`src/hdl/tlbat_pkg.sv`:
```
`timescale 1ns / 1ps
`default_nettype none
package tlbat_pkg;
   localparam int TlbEntries = 48;
   localparam int IdxW = 6;
   localparam logic [31:0] PageMaskBits = 32'h01FF_E000;
   localparam logic [31:0] PageOffsetBits = 32'h0000_0FFF;
   localparam logic [31:0] VpnBits = 32'hFFFF_F000;
   localparam logic [31:0] DirectBits = 32'h1FFF_FFFF;
   localparam logic [31:0] SegDirectLo = 32'h8000_0000;
   localparam logic [31:0] SegMappedLo = 32'hC000_0000;
   localparam logic [31:0] ScratchBaseReset = 32'h7000_0000;
   localparam logic [20:0] ScratchSizeReset = 21'h004000;

   typedef enum logic [1:0] {
      KIND_TRANSLATE = 2'd0,
      KIND_PROBE     = 2'd1,
      KIND_READ      = 2'd2,
      KIND_WRITE     = 2'd3
   } kind_type;

   typedef enum logic [1:0] {
      ST_OK    = 2'd0,
      ST_MISS  = 2'd1,
      ST_RANGE = 2'd2
   } status_type;

   typedef enum logic [1:0] {
      ROUTE_DIRECT = 2'd0,
      ROUTE_LOOKUP = 2'd1,
      ROUTE_RANGE  = 2'd2
   } route_type;

   localparam logic CSR_SCRATCH_BASE = 1'b0;
   localparam logic CSR_SCRATCH_SIZE = 1'b1;

   // Classified command handed from front to back.
   typedef struct packed {
      kind_type    kind;
      route_type   route;
      logic [31:0] addr;     // direct phys result or lookup address
      logic [IdxW-1:0] idx;
      logic [31:0] vpn;
      logic [19:0] pfn;
      logic [31:0] mask;
      logic        valid;
   } cmd_type;
endpackage
`default_nettype wire

```
`src/hdl/tlbat_req_if.sv`:
```
`timescale 1ns / 1ps
`default_nettype none
interface tlbat_req_if;
   logic        valid;
   logic        ready;
   logic [1:0]  kind;
   logic [31:0] virt_addr;
   logic [5:0]  entry_index;
   logic [31:0] vpn_key;
   logic [31:0] entry_pfn;
   logic [31:0] entry_mask;
   logic        entry_valid;
   modport source (output valid, kind, virt_addr, entry_index, vpn_key, entry_pfn,
                   entry_mask, entry_valid, input ready);
   modport sink (input valid, kind, virt_addr, entry_index, vpn_key, entry_pfn,
                 entry_mask, entry_valid, output ready);
endinterface
`default_nettype wire

```
`src/hdl/tlbat_front.sv`:
```
`timescale 1ns / 1ps
`default_nettype none
// Classifies a request: window, segment map, or TLB lookup; range checks.
module tlbat_front (
   input  wire logic        clock,
   input  wire logic        reset,
   input  wire logic        csr_we,
   input  wire logic [0:0]  csr_index,
   input  wire logic [31:0] csr_wdata,
   tlbat_req_if.sink        req,
   output tlbat_pkg::cmd_type cmd,
   output logic             cmd_valid,
   input  wire logic        cmd_ready
);
   logic [31:0] base_ff, base_in;
   logic [20:0] size_ff, size_in;
   logic [32:0] top;
   logic [31:0] va;
   tlbat_pkg::cmd_type c;

   // Config registers
   always_comb begin
      base_in = base_ff;
      size_in = size_ff;
      if (csr_we) begin
         unique case (csr_index)
            tlbat_pkg::CSR_SCRATCH_BASE: base_in = csr_wdata;
            tlbat_pkg::CSR_SCRATCH_SIZE: size_in = csr_wdata[20:0];
            default: ;
         endcase
      end
   end

   always_ff @(posedge clock) begin
      if (reset) begin
         base_ff <= tlbat_pkg::ScratchBaseReset;
         size_ff <= tlbat_pkg::ScratchSizeReset;
      end else begin
         base_ff <= base_in;
         size_ff <= size_in;
      end
   end

   // Classification
   always_comb begin
      va = req.virt_addr;
      top = {1'b0, base_ff} + {12'd0, size_ff};
      c.kind = tlbat_pkg::kind_type'(req.kind);
      c.route = tlbat_pkg::ROUTE_DIRECT;
      c.addr = 32'd0;
      c.idx = req.entry_index;
      c.vpn = req.vpn_key & tlbat_pkg::VpnBits;
      c.pfn = req.entry_pfn[19:0];
      c.mask = req.entry_mask & tlbat_pkg::PageMaskBits;
      c.valid = req.entry_valid;
      case (c.kind)
         tlbat_pkg::KIND_TRANSLATE: begin
            if (va >= base_ff && {1'b0, va} < top) c.addr = va - base_ff;
            else if (va >= tlbat_pkg::SegMappedLo) begin
               c.route = tlbat_pkg::ROUTE_LOOKUP;
               c.addr = va;
            end else if (va >= tlbat_pkg::SegDirectLo) c.addr = va & tlbat_pkg::DirectBits;
            else c.addr = va;
         end
         tlbat_pkg::KIND_PROBE: begin
            c.route = tlbat_pkg::ROUTE_LOOKUP;
            c.addr = c.vpn;
         end
         default: begin
            if (req.entry_index >= tlbat_pkg::IdxW'(tlbat_pkg::TlbEntries))
               c.route = tlbat_pkg::ROUTE_RANGE;
         end
      endcase
   end

   // Two-entry queue to the back end
   tlbat_pkg::cmd_type q_ff [2];
   tlbat_pkg::cmd_type q0_in, q1_in;
   logic [1:0] cnt_ff, cnt_in;
   logic push, pop;
   assign req.ready = (cnt_ff != 2'd2);
   assign push = req.valid && req.ready;
   assign pop = cmd_valid && cmd_ready;
   assign cmd_valid = (cnt_ff != 2'd0);
   assign cmd = q_ff[0];
   always_comb cnt_in = cnt_ff + {1'b0, push} - {1'b0, pop};

   always_ff @(posedge clock) begin
      if (reset) cnt_ff <= 2'd0;
      else cnt_ff <= cnt_in;
   end

   // Shift on pop, new entry lands in the first free slot
   always_comb begin
      q0_in = q_ff[0];
      q1_in = q_ff[1];
      if (pop) q0_in = q_ff[1];
      if (push) begin
         if (cnt_ff == 2'd0 || (cnt_ff == 2'd1 && pop)) q0_in = c;
         else q1_in = c;
      end
   end

   always_ff @(posedge clock) begin
      q_ff[0] <= q0_in;
      q_ff[1] <= q1_in;
   end

   a_cnt_range: assert property (@(posedge clock) disable iff (reset) cnt_ff != 2'd3)
      else $error("queue count overflow");
   a_ready: assert property (@(posedge clock) disable iff (reset)
      (cnt_ff == 2'd2) |-> !req.ready) else $error("ready while full");
   a_count: assert property (@(posedge clock) disable iff (reset)
      (push && !pop && cnt_ff == 2'd0) |=> cmd_valid) else $error("lost push");
endmodule
`default_nettype wire

```
`src/flat_wrapper.sv`:
```
// flat-port wrapper written by rule: the top's interface ports become plain ports
module tlbat_front_flat 
  (clock, reset, csr_we, csr_index, csr_wdata, cmd, cmd_valid, cmd_ready, req_valid, req_kind, req_virt_addr, req_entry_index, req_vpn_key, req_entry_pfn, req_entry_mask, req_entry_valid, req_ready);
  tlbat_req_if req_i ();
  input  wire logic clock;
  input  wire logic reset;
  input  wire logic csr_we;
  input  wire logic [0:0] csr_index;
  input  wire logic [31:0] csr_wdata;
  output tlbat_pkg::cmd_type cmd;
  output logic cmd_valid;
  input  wire logic cmd_ready;
  input wire logic [$bits(req_i.valid)-1:0] req_valid;
  input wire logic [$bits(req_i.kind)-1:0] req_kind;
  input wire logic [$bits(req_i.virt_addr)-1:0] req_virt_addr;
  input wire logic [$bits(req_i.entry_index)-1:0] req_entry_index;
  input wire logic [$bits(req_i.vpn_key)-1:0] req_vpn_key;
  input wire logic [$bits(req_i.entry_pfn)-1:0] req_entry_pfn;
  input wire logic [$bits(req_i.entry_mask)-1:0] req_entry_mask;
  input wire logic [$bits(req_i.entry_valid)-1:0] req_entry_valid;
  output wire logic [$bits(req_i.ready)-1:0] req_ready;
  assign req_i.valid = req_valid;
  assign req_i.kind = req_kind;
  assign req_i.virt_addr = req_virt_addr;
  assign req_i.entry_index = req_entry_index;
  assign req_i.vpn_key = req_vpn_key;
  assign req_i.entry_pfn = req_entry_pfn;
  assign req_i.entry_mask = req_entry_mask;
  assign req_i.entry_valid = req_entry_valid;
  assign req_ready = req_i.ready;
  tlbat_front u_core (.clock(clock), .reset(reset), .csr_we(csr_we), .csr_index(csr_index), .csr_wdata(csr_wdata), .req(req_i), .cmd(cmd), .cmd_valid(cmd_valid), .cmd_ready(cmd_ready));
endmodule
```
`config.mk`:
```
export PLATFORM = sky130hd
export DESIGN_NAME = tlbat_front_flat
export DESIGN_NICKNAME = d
export VERILOG_FILES = /design/src/hdl/tlbat_pkg.sv /design/src/hdl/tlbat_req_if.sv /design/src/hdl/tlbat_front.sv /design/src/flat_wrapper.sv
export SDC_FILE = /design/constraint.sdc
export NUM_CORES = 1
export LEC_CHECK = 0
export ABC_AREA = 0
export ABC_CLOCK_PERIOD_IN_PS = 12900
export BUFFER_PORTS_ARGS = -buffer_cell sky130_fd_sc_hd__buf_2
export CORE_MARGIN = 4
export CORE_UTILIZATION = 60
export DETAILED_ROUTE_END_ITERATION = 8
export PLACE_DENSITY = 0.87
export SYNTH_ARGS = -nofsm -noshare
export SYNTH_HDL_FRONTEND = slang
export SYNTH_SLANG_ARGS = --single-unit
```
`constraint.sdc`:
```
create_clock -name clock -period 12.9 [get_ports clock]
set_input_delay 1.29 -clock clock [delete_from_list [all_inputs] [get_ports clock]]
set_output_delay 1.29 -clock clock [all_outputs]
set_load 0.05 [all_outputs]
```
==> results of run 1 <==
-- worst max-delay path, stage by stage (launching register included) --
cell and delay [ns]:
dfxtp_1 0.41, ha_1 0.27, a21oi_1 0.19, nor2_1 0.10
and4bb_2 0.32, o31ai_1 0.10, a21oi_1 0.27, o21ai_1 0.16
a2111oi_2 0.71, nor3_1 0.16, xnor2_1 0.16, ha_1 0.31
nand4_1 0.08, nor2_1 0.22, nand4_1 0.20, a211oi_1 0.36
nor3_1 0.16, o32ai_4 0.28, buf_4 0.48, inv_2 0.17
a311oi_1 0.60, nor3_1 0.11
-- per-layer routing --
layer,vias to the layer above,GRT usage
li1,5970,-
met1,5733,0.341
met2,494,0.422
met3,64,0.0328
met4,0,0.0617
met5,-,0
-- registers in the layout, summed over array words and instances (netlist names) --
register / count
u_core.size_ff: 21
u_core.q_ff: 222
u_core.cnt_ff: 2
u_core.base_ff: 32
-- worst min-delay path by stage --
stage / from / cells after the start / endpoint / slack [ns]
after floorplan: u_core.base_ff[24] / 2 / u_core.base_ff[24] / 0.44
after global placement: u_core.base_ff[24] / 2 / u_core.base_ff[24] / 0.45
after detailed placement: u_core.size_ff[8] / 2 / u_core.size_ff[8] / 0.45
after CTS: u_core.size_ff[8] / 2 / u_core.size_ff[8] / 0.46
after global routing: u_core.size_ff[3] / 2 / u_core.size_ff[3] / 0.49
final: u_core.size_ff[9] / 2 / u_core.size_ff[9] / 0.46
-- power by group --
group | internal, mW | switching (mW) | leakage [nW]
Sequential | 1.10 | 0.0901 | 2.38
Clock | 0.520 | 0.332 | 0.485
Combinational | 0.358 | 1.06 | 4.42
Total | 1.98 | 1.48 | 7.28
-- synthesized netlist by cell type (15+ instances only) --
cell type  instances  area share
nand2_1          318       0.080
dfxtp_1          182        0.24
nor2_1           133       0.033
buf_4            129       0.065
a21oi_1          128       0.043
edfxtp_1          95        0.19
ha_1              86       0.072
clkbuf_1          72       0.018
a31oi_1           65       0.027
inv_1             47       0.012
a21o_1            45       0.023
and3_1            45       0.019
xnor2_1           31       0.018
nor3_1            26      0.0087
mux2i_1           24       0.016
xor2_1            24       0.014
o21ai_0           19      0.0064
nand3_1           17      0.0057
or3_1             17      0.0071
a211oi_1          15      0.0075
-- logic make-up (layout without fill, tap and decap cells) --
| kind of cell | Yosys count | in the layout |
|---|---|---|
| AO/OA/AOI/OAI | 368 | 368 |
| XOR/XNOR | 55 | 55 |
| AND/OR/NAND/NOR | 616 | 616 |
| flip-flops | 277 | 277 |
| buffers and inverters | 261 | 368 |
| multiplexers | 24 | 24 |
| other | 0 | 3 |
| adder cells (fa/ha/maj) | 88 | 88 |
-- stage by stage --
step | util | std cells
after floorplan | - | 1689
after global placement | 0.634 | 2068
after detailed placement | 0.634 | 2068
after CTS | 0.675 | 2120
after global routing | 0.675 | 2123
final | 0.675 | 2123
-- layout make-up --
type                       instances  area (µm²)  area share
clock buffer                      36         803      0.0488
antenna                            3        7.51    0.000456
clock inverter                    16         189      0.0115
timing repair buffer             266        1350      0.0819
tap                              324         405      0.0246
sequential                       277        6500       0.395
multi-input combinational       1151        7030       0.427
inverter                          50         189      0.0115
==> results.cfg, run 1 <==
[final_layout]
layout_common_cells = nand2_1 (317), buf_2 (259), dfxtp_1 (182), nor2_1 (133), a21oi_1 (127)
area_growth_pct = 10.1
post_route_cells_drive_above_1_share = 0.189
final_cell_area_mm2 = 0.0165
final_common_cell = nand2_1
nets = 2037
fillCellCount = 1914

[setup_path]
crit_path_start = u_core.size_ff[1]
criticalPathCategory = reg2reg
cp_data_required_time_ns = 13.15
r2r_start = u_core.size_ff[1]
crit_end = u_core.q_ff[0][242]
critical_path_arrival_ns = 6.36
reg2reg_depth = 21
ff2ff_setup_slack_ns = 6.80
cp-end-kind = flop
crit_fanout = 49
startpoint_type = flop
rr_endpoint = u_core.q_ff[0][242]

[floorplan]
core-area_mm2 = 0.0244
die_area_mm2 = 0.0275
initial_utilization = 0.613
die_height_um = 166
dieWidth_um = 166
io_pins = 304
fp-row-count = 57

[global_route]
grt_pass1_wl_mm = 58.6
antenna_found_initial = 3
grt_pass1_vias = 11600
grt-ovfl-total = 0
grt_max_degree = 115
grt_util_all_layers = 0.249

[cts]
cts_tree = yes
clk_latency_ns = 0.53
cts_resized = 0
htreeDepth = 1
clockBufferDepth = 3
cts_made_buffers = 28
cts_sinks = 277
postCtsSetupRepairBufs = 0
cts_hold_buf = 0
clk_pin_slew_ns = 0.06
cts_root_buffer = clkbuf_16

[synthesis]
synth_mux_area_frac = 0.0161
yosys.area_share.simple = 0.183
yosys_warnings = 0
postSynthCellCount = 1689
ys_seq_area_frac = 0.434
ys_ff_latch = 277
synth-xor-area-share = 0.0322
yosysUniqueCellTypes = 70
syn_nets = 1952
syn_avg_cell_area_um2 = 8.86
synth_compound_area_frac = 0.161
ys.flop_type = dfxtp_1
syn-cell-area_mm2 = 0.0150
synth_fa_ha_area_frac = 0.0746
synth_top_family_by_area = simple AND/OR/NAND/NOR gates
postSynth.asyncResetShare = 0
synth_edf_count = 95

[placement]
place_congestion = 0.912
dp_slack_ns = 6.85
hpwl_mm = 26.4
place_area_mm2 = 0.0155
port_buffers = 259

[routing]
via_per_inst = 5.78
antenna_left = 0
dr.pass1.iters = 6
met3_length_mm = 2.68
drc = 0
wl_per_cell_um = 17.2
initialDrtViolationCount = 1073
route.met2.wl_mm = 17.3
vias = 12300
wl_mm = 36.5
top_layer = met4
wl_met1_mm = 15.7

[sta]
hold_viol_final = 0
finalSetupTns_ns = 0
finalCritPeriodShare = 0.473
clock_skew_ns = 0.0165
fmaxAchievable_mhz = 164
layout_min_cycle_time_ns = 6.10
finalSetupViolCount = 0
worstMarginPinSlew_ns = 1.15
slew_violations = 0
rsz0062_at_grt = no
slew-limit-headroom = 0.236
layout_setup_ws_ns = 6.80
hold_ws_ns = 0.462

[power]
power.total_mw = 3.46
irDropWorstVdd_mv = 0.155
p_leak_nw = 7.28
power_density_mw_per_mm2 = 210

[hold_path]
hold_class = reg2reg

[status]
status = complete, no violations

[flow_run]
drv_cap = 0
Note: power is estimated with default switching activity, not from simulation.
==> run 2, diff against run 1 <==
--- a/config.mk
+++ b/config.mk
@@ -6,12 +6,12 @@
 export NUM_CORES = 1
 export LEC_CHECK = 0
 export ABC_AREA = 0
-export ABC_CLOCK_PERIOD_IN_PS = 12900
+export ABC_CLOCK_PERIOD_IN_PS = 6100
 export BUFFER_PORTS_ARGS = -buffer_cell sky130_fd_sc_hd__buf_2
 export CORE_MARGIN = 4
-export CORE_UTILIZATION = 60
+export CORE_UTILIZATION = 56
 export DETAILED_ROUTE_END_ITERATION = 8
-export PLACE_DENSITY = 0.87
+export PLACE_DENSITY = 0.82
 export SYNTH_ARGS = -nofsm -noshare
 export SYNTH_HDL_FRONTEND = slang
 export SYNTH_SLANG_ARGS = --single-unit
==> constraint.sdc (replaced) <==
create_clock -name clock -period 6.1 [get_ports clock]
set_input_delay 0.61 -clock clock [delete_from_list [all_inputs] [get_ports clock]]
set_output_delay 0.61 -clock clock [all_outputs]
set_load 0.05 [all_outputs]
==> run 2 against run 1 <==
Net effect:
- design area about the same
- sequential cell count unchanged
- die area up 6.8%
- worst hold slack worse by 0.20 ns
- sequential power up 110%
- via count down 2.3%
- sequential share of layout area about the same
- fmax up 12%
- clock skew down 0.0046 ns
- non-clock buffer count up 4
- clock-buffer cell count up 1
- critical path depth up 1
- largest power group unchanged
==> results.cfg, run 2 (same netlist as run 1, synthesis figures left out) <==
[final_layout]
largest_reg_flops = 222
fillCellCount = 2176
largestRegisters = u_core.q_ff (222), u_core.base_ff (32), u_core.size_ff (21)
regMostFlops = u_core.q_ff
final_common_cell = nand2_1
post_route_cells_drive_above_1_share = 0.188
layout_common_cells = nand2_1 (317), buf_2 (259), dfxtp_1 (182), nor2_1 (133), a21oi_1 (127)
register_area_mm2 = 0.00650
nets = 2041
finalNonFillerCells = 2136
area_growth_pct = 10.1
multiInputGateArea_mm2 = 0.00703
postLayoutCoreUtil = 0.630

[cts]
htreeDepth = 1
cts_root_buffer = clkbuf_16
clockBufferDepth = 3
cts_tree = yes
postCtsSetupRepairBufs = 0
cts_hold_buf = 0
clk_latency_ns = 0.54
cts_resized = 0
cts_sinks = 277
cts_made_buffers = 28
clk_pin_slew_ns = 0.07

[global_route]
grt_pass1_wl_mm = 56.3
grt_util_all_layers = 0.232
grt-ovfl-total = 0
antenna_found_initial = 2
grt_max_degree = 115
grt_pass1_vias = 11100

[setup_path]
startpoint_type = flop
reg2reg_depth = 22
crit_chain = ha_1 -> nand3_1 -> nor2_1 -> and4bb_2 -> o31ai_1 -> a21oi_1 -> o21ai_1 -> a2111oi_2 -> buf_4 -> nor3_1 -> xnor2_1 -> ha_1 -> nand4_1 -> nor2_1 -> nand4_1 -> a211oi_1 -> nor3_1 -> o32ai_4 -> inv_2 -> a211oi_1 -> buf_4 -> nor3_1
r2r_start = u_core.base_ff[2]
criticalPathCategory = reg2reg
critPathMaxStageDelay_ns = 0.66
crit_fanout = 17
cp-end-kind = flop
rr_endpoint = u_core.q_ff[0][240]
cp_data_required_time_ns = 6.35
critical_path_arrival_ns = 5.73
slowest_stage = o32ai_4
ff2ff_setup_slack_ns = 0.63
cp_common_cell = nor3_1

[status]
status = complete, no violations

[placement]
hpwl_mm = 26.2
dpl.cell_count = 2083
dp_slack_ns = 0.637
place_congestion = 0.837
port_buffers = 259

[sta]
hold_viol_final = 0
layout_min_cycle_time_ns = 5.47
fmaxAchievable_mhz = 183
worstMarginPinSlew_ns = 1.16
finalSetupTns_ns = 0
hold_ws_ns = 0.264
slew-limit-headroom = 0.229
slew_violations = 0
finalSetupViolCount = 0
clock_skew_ns = 0.0119
rsz0062_at_grt = no
layout_setup_ws_ns = 0.628
finalCritPeriodShare = 0.897

[floorplan]
dieWidth_um = 171
die_height_um = 171
fp-row-count = 59
die_area_mm2 = 0.0294
io_pins = 304
initial_utilization = 0.572
core-area_mm2 = 0.0261

[routing]
dr.pass1.iters = 5
via_per_inst = 5.61
vias = 12000
initialDrtViolationCount = 903
wl_mm = 36.1
wl_per_cell_um = 16.9
drc = 0
antenna_left = 0

[power]
p_leak_nw = 7.28
power_density_mw_per_mm2 = 441
irDropWorstVdd_mv = 0.248

[hold_path]
min_to = u_core.q_ff[0][161]
min_from = req_entry_pfn[1]
hold_path_depth = 1
hold_class = in2reg

[flow_run]
drv_cap = 0
## run 2: cell count changes in the layout (fill, tap and decap cells not counted)
cell and change:
clkbuf_1 +2, clkinv_1 +2, clkbuf_16 -1, clkinv_4 -1, clkinv_2 -3, buf_4 +4, diode_2 -1
## run 2: per-layer routing
layer,routed length [µm],vias to the layer above,track usage
met3,2420,52,0.0363
met2,16500,413,0.378
met5,0,-,0
met1,16400,5544,0.328
met4,756,0,0.0565
li1,-,5970,-
## run 2: worst max-delay path: cells and delay by family (launching register included)
kind / cells / cell delay [ns]
adder cells (fa/ha/maj): 2 / 0.71
flip-flops: 1 / 0.33
AND/OR/NAND/NOR: 9 / 1.34
AO/OA/AOI/OAI: 7 / 2.16
buffers and inverters: 3 / 0.57
XOR/XNOR: 1 / 0.10
## run 2: power breakdown
group | switching (mW) | internal (mW) | leakage, nW
clock | 0.697 | 1.07 | 0.462
combinational | 2.22 | 0.758 | 4.44
sequential | 0.184 | 2.33 | 2.38
## run 2: cell type report
| cell class | instances | share of cell area |
|---|---|---|
| Antenna cell | 2 | 0.000304 |
| Tap cell | 335 | 0.0254 |
| Inverter | 50 | 0.0115 |
| Sequential cell | 277 | 0.394 |
| Multi-Input combinational cell | 1151 | 0.427 |
| Timing Repair Buffer | 270 | 0.0837 |
| Clock inverter | 14 | 0.0105 |
| Clock buffer | 37 | 0.0477 |
## run 2: how the worst max path moves through the flow
stage | startpoint | endpoint | slack, ns | cells past startpoint
2_1_floorplan | req_valid | u_core.q_ff[0][127] | 0.27 | 2
5_1_grt | u_core.base_ff[1] | u_core.q_ff[0][240] | 0.26 | 22
3_5_place_dp | u_core.base_ff[2] | u_core.q_ff[0][240] | 0.64 | 22
3_3_place_gp | u_core.base_ff[2] | u_core.q_ff[0][240] | 0.70 | 22
4_1_cts | u_core.base_ff[2] | u_core.q_ff[0][240] | 0.64 | 22
6_report | u_core.base_ff[2] | u_core.q_ff[0][240] | 0.63 | 22
## run 2: stage by stage
stage	power, mW	instance area, µm²
global route	7.63	16500
global placement	5.45	15500
CTS	7.30	16500
detailed placement	5.52	15500
finish	7.26	16500
floorplan	5.25	15000
